File: config.mk
export PLATFORM = sky130hd
export DESIGN_NAME = bmf_div_cell
export DESIGN_NICKNAME = d
export VERILOG_FILES = /design/src/sv/box_mean_filter_macros.svh /design/src/sv/bmf_pkg.sv /design/src/sv/bmf_div_cell.sv
export SDC_FILE = /design/constraint.sdc
export NUM_CORES = 1
export LEC_CHECK = 0
export BUFFER_PORTS_ARGS = -buffer_cell sky130_fd_sc_hd__buf_2
export CORE_UTILIZATION = 40
export DETAILED_ROUTE_END_ITERATION = 10
export GPL_TIMING_DRIVEN = 1
export PLACE_DENSITY_LB_ADDON = 0.2
export RECOVER_POWER = 25
export SLEW_MARGIN = 20
export SYNTH_ARGS = -nofsm -noshare
export SYNTH_HDL_FRONTEND = slang
export SYNTH_SLANG_ARGS = --single-unit
File: constraint.sdc
create_clock -name clk -period 0.8 [get_ports clk]
set_clock_uncertainty 0.1 [all_clocks]
set_input_delay 0.12 -clock clk [delete_from_list [all_inputs] [get_ports clk]]
set_output_delay 0.12 -clock clk [all_outputs]
set_load 0.03 [all_outputs]
File: src/sv/box_mean_filter_macros.svh
// Assertion macros shared by the box mean filter RTL.
`ifndef BOX_MEAN_FILTER_MACROS_SVH
`define BOX_MEAN_FILTER_MACROS_SVH
`ifndef ASSERT_OFF
`define BMF_ASSERT_IMP(lbl, ante, cons) \
    lbl: assert property (@(posedge clk) disable iff (!rst_n) (ante) |-> (cons)) \
        else $error("box_mean_filter: assertion failed");
`define BMF_ASSERT_NXT(lbl, ante, cons) \
    lbl: assert property (@(posedge clk) disable iff (!rst_n) (ante) |=> (cons)) \
        else $error("box_mean_filter: assertion failed");
`else
`define BMF_ASSERT_IMP(lbl, ante, cons)
`define BMF_ASSERT_NXT(lbl, ante, cons)
`endif
`endif

File: src/sv/bmf_pkg.sv
`default_nettype none

package bmf_pkg;

    localparam int NCH        = 3;
    localparam int PIX_W      = 8;
    localparam int SUM_W      = 14;
    localparam int QUO_W      = 8;
    localparam int AREA_W     = 6;
    localparam int OFS_W      = 3;
    localparam int ROW_W      = 12;
    localparam int HGT_W      = 13;
    localparam int WID_W      = 11;
    localparam int KRN_W      = 2;
    localparam int CFG_IDX_W  = 3;
    localparam int CFG_DATA_W = 13;

    localparam logic [CFG_IDX_W-1:0] REG_IMAGE_WIDTH  = 3'd0;
    localparam logic [CFG_IDX_W-1:0] REG_IMAGE_HEIGHT = 3'd1;
    localparam logic [CFG_IDX_W-1:0] REG_KERNEL_HALF_W = 3'd2;
    localparam logic [CFG_IDX_W-1:0] REG_KERNEL_HALF_H = 3'd3;
    localparam logic [CFG_IDX_W-1:0] REG_COLOR_MODE   = 3'd4;

    localparam logic OP_PIXEL = 1'b0;
    localparam logic OP_DRAIN = 1'b1;

    // One stage of the restoring divider chain
    typedef struct packed {
        logic                           valid;
        logic                           last;
        logic                           color;
        logic [SUM_W-1:0]               dvs;
        logic [NCH-1:0][SUM_W-1:0]      rem;
        logic [NCH-1:0][QUO_W-1:0]      quo;
    } div_stage_t;

endpackage

`default_nettype wire

File: src/sv/bmf_div_cell.sv
`default_nettype none

module bmf_div_cell (
    input  wire                     clk,
    input  wire                     rst_n,
    input  bmf_pkg::div_stage_t     stage_in,
    output bmf_pkg::div_stage_t     stage_out
);
    import bmf_pkg::*;

    div_stage_t stage_reg;
    div_stage_t stage_next;

    always_comb
    begin
        stage_next = stage_in;
        for (int ch = 0; ch < NCH; ch++)
        begin
            if (stage_in.rem[ch] >= stage_in.dvs)
            begin
                stage_next.rem[ch] = stage_in.rem[ch] - stage_in.dvs;
                stage_next.quo[ch] = {stage_in.quo[ch][QUO_W-2:0], 1'b1};
            end
            else
            begin
                stage_next.quo[ch] = {stage_in.quo[ch][QUO_W-2:0], 1'b0};
            end
        end
        // neighbor tests the next lower quotient bit
        stage_next.dvs = stage_in.dvs >> 1;
    end

    always_ff @(posedge clk or negedge rst_n)
    begin
        if (!rst_n)
        begin
            stage_reg <= '0;
        end
        else
        begin
            stage_reg <= stage_next;
        end
    end

    assign stage_out = stage_reg;

endmodule

`default_nettype wire

[Yosys cells after proc, flatten, opt, wreduce, memory -nomap -nowiden]
Cells that the tools add are included.
W data, S select, Z words.
Word-level totals
  flip-flop bits (word level): 82
  input port bits: 85
  output and inout bits: 83
  logic and storage cells: 22
Cells by class
  $add $sub $neg: 3
  order comparisons: 3
  mux-type cells: 6
Operator list (count)
  $ge A14 B14 Y1: 3
  $mux W14: 3
  $sub A14 B14 Y14: 3
  $mux W1: 3

[Longest topological paths before layout]
  word-level depth: 2
  mapped depth: 13
  mapped depth without buffers: 11

[Worst setup path before layout]
OpenSTA, ideal clock, no wires.
  path kind: in2reg
  start: input stage_in[38] (netlist bit)
  end: register stage_reg, in the netlist stage_out[39]
  setup time: 0.125 ns
  data arrival time: 2.111 ns
  data required time: 0.575 ns
  setup slack: -1.536 ns
  stages on the path: 11
  path buffers: 1
  cell sequence: inv_1 ha_1 inv_1 fa_1 a21oi_1 nor2_1 o221ai_2 a21oi_1 o41a_1 buf_6 mux2_4
RTL lines
  from (decl): line bmf_div_cell.sv:6  | input bmf_pkg::div_stage_t stage_in,
  to (signal assigned): line bmf_div_cell.sv:41  | stage_reg <= stage_next;
  to (decl): line bmf_div_cell.sv:11  | div_stage_t stage_reg;

==> flow_metrics.tcl <==
set metrics [dict create \
    finalHoldViolCount 22 \
    regArea_um2 2050 \
    fin_cells 977 \
    yosysSeqAreaShare_pct 43.0 \
    antenna_found_initial 0 \
    largest_reg_flops 82 \
    status "finished, violations left" \
    synth_edf_count 0 \
    utilization_pct 76.9 \
    synth_area_um2 4770 \
    cts_root_buf "clkbuf_16" \
    viasPerCell 5.07 \
    num-fill-cells 729 \
    start_util_pct 41.4 \
    placed_cells 890 \
    ant_nets 0 \
    numClockSinks 82 \
    p_leak_nw 4.23 \
    p_seq_share_pct 30.5 \
    p_per_area_nw_per_um2 1810 \
    clock.fmax_ghz 0.491 \
    dr.pass1.iters 8 \
    syn_inst 454 \
    die-area_um2 12400 \
    globalRouteOverflowTotal 0 \
    routed_wl_um 16300 \
    ios 168 \
    peakVddDrop_mv 0.970 \
    p_int_mw 10.7 \
    synth_top_area_cell "dfrtp_1" \
    totalPowerFinal_mw 16.0 \
    first_global_vias 5304 \
    hold_buffers 42 \
    avgSynthCellArea_um2 10.5 \
    synth.distinct_cells 59 \
    track_usage_pct 27.2 \
    cp-start-kind "primary input" \
    drt-initial-drc-count 207 \
    crit_type "primary input to register" \
    fin_crit_ps 2040 \
    synthToLayoutAreaGrowth_pct 85.7 \
    finalCritPeriodShare_pct 255 \
    synth_top_area_share_pct 43.0 \
    grt_pass1_wl_um 26000 \
    critPathMaxFanout 6 \
    yosysMostFrequentCell "dfrtp_1" \
    drv_slew 0 \
    hold-path-cell-count 2 \
    clock_path_buffers 2 \
    p_sw_mw 5.31 \
    synthTopCellsByArea "dfrtp_1, ha_1, a21oi_1" \
    num_rows 39 \
    hold_start "stage_in[56]" \
    setup_ws_ps -1240 \
    path_clk_slew_ps 60 \
    grt_max_degree 41 \
    yosys-top-cells-count "dfrtp_1, a21oi_1, ha_1" \
    hold_class "primary input to register" \
    whs_ps -78.8 \
    critPathCaptureType "register" \
    die_w_um 111 \
    drv_cap 0 \
    ys_seq_elements 82 \
    cts_tree "done" \
    finalWeightedCongestion 0.894 \
    vias 4956 \
    synth_warnings 0 \
    nNetsFinal 959 \
    wl_per_cell_um 16.7 \
    arrival_ps 2170 \
    p_sw_share_pct 33.1 \
    portBuffers 163 \
    drcViolationCount 38 \
    ys.flop_type "dfrtp_1" \
    path_buf_inv 4 \
    cts_max_level 3 \
    async_reset_ff_share_pct 100 \
    pwr-share-comb_pct 42.7 \
    die_h_um 111 \
    multi_input_area_um2 2960 \
    post_route_cells_drive_above_1_share_pct 55.3 \
    core_um2 11500 \
    holdPathEnd "stage_out[56]" \
    crit_chain "buf_8 > clkinvlp_4 > buf_12 > fa_2 > a21oi_4 > nor2_2 > o221ai_2 > a21oi_2 > o41a_1 > buf_6 > mux2_4" \
    cts_made_buffers 9 \
    cp.required_ps 930 \
    violations "DRC, hold timing, setup timing" \
    slowest_stage "o41a_1" \
    rsz0062_at_grt "yes" \
    synth_nets 584 \
    place_hpwl_um 11000 \
    setup_viol 127 \
    cp_top_family "compound AO/OA/AOI/OAI gates" \
    diodes 0 \
    crit_path_max_incr_delay_ps 390 \
    clock_power_share_pct 26.8 \
]
==> routing by layer <==
metal	GRT usage (%)	vias up	wire length (um)
li1	-	2377	-
met1	29.7	2379	6270
met2	49.9	165	8580
met3	5.52	35	911
met4	13.4	0	510
met5	0	-	0
==> layout make-up <==
| cell class | instances | area share (%) |
|---|---|---|
| clock buffers | 13 | 2.94 |
| inverters | 32 | 1.74 |
| clock inverters | 3 | 0.537 |
| repair buffers | 373 | 36.2 |
| flip-flops and latches | 82 | 23.2 |
| multi-input cells | 331 | 33.4 |
| well taps | 143 | 2.02 |
==> stage by stage <==
step / worst slack (ps) / setup TNS (ps) / cell area (um^2)
after floorplan: -1400 / -59240 / 4860
after global placement: -1660 / -71210 / 6880
after detailed placement: -1750 / -73820 / 6880
after CTS: -1230 / -73990 / 8650
after global routing: -1330 / -80030 / 8860
final: -1240 / -74570 / 8860
==> logic make-up after synthesis <==
family | after synthesis | share of synthesized area, %
AO/OA/AOI/OAI | 127 | 17.6
AND/OR/NAND/NOR | 104 | 10.9
flip-flops | 82 | 43.0
buffers and inverters | 41 | 4.09
multiplexers | 28 | 7.21
adder cells (fa/ha/maj) | 45 | 12.3
other | 1 | 0.0786
XOR/XNOR | 26 | 4.77
==> power groups by stage <==
stage / registers, mW / clock network, mW / logic, mW
final: 4.89 / 4.30 / 6.84
after global routing: 4.92 / 4.54 / 7.27
after CTS: 4.88 / 4.33 / 6.51
after detailed placement: 4.83 / 0 / 5.22
after global placement: 4.83 / 0 / 5.13
after floorplan: 5.83 / 0 / 2.10
==> repair_timing <==
action                                  CTS  global route
endpoints found under the hold margin   146            22
cloned                                    3             0
buffers inserted                         24             6
endpoints found under the setup margin  127           127
resized for setup                       241            45
pin swaps                                39            10
==> layout by cell type (no fill, tap or decap), types with 7 or more instances in the layout <==
master | Yosys | final
a21o_1 | 11 | 11
a21oi_1 | 47 | 32
a21oi_2 | 1 | 14
buf_2 | 0 | 76
buf_4 | 1 | 147
buf_6 | 5 | 91
clkbuf_16 | 0 | 11
dfrtp_1 | 82 | 82
dlygate4sd3_1 | 0 | 42
ha_1 | 42 | 29
ha_4 | 0 | 10
inv_1 | 32 | 19
inv_2 | 0 | 8
mux2_2 | 15 | 15
mux2_4 | 9 | 9
nand2_1 | 17 | 16
nand3_1 | 10 | 10
nor2_1 | 37 | 21
nor2_2 | 0 | 7
nor2_4 | 0 | 9
nor2b_1 | 9 | 9
o21ai_0 | 24 | 17
o21ai_1 | 3 | 7
xnor2_1 | 18 | 17
xor2_1 | 8 | 8
==> worst max-delay path by stage <==
| stage | start | to | cells past startpoint |
|---|---|---|---|
| 3_5_place_dp | stage_in[67] | stage_out[43] | 10 |
| 3_3_place_gp | stage_in[67] | stage_out[65] | 10 |
| 2_1_floorplan | stage_in[67] | stage_out[39] | 9 |
| 4_1_cts | stage_in[38] | stage_out[43] | 12 |
| 5_1_grt | stage_in[67] | stage_out[46] | 11 |
| 6_report | stage_in[67] | stage_out[46] | 11 |
Note: power is estimated with default switching activity, not from simulation.
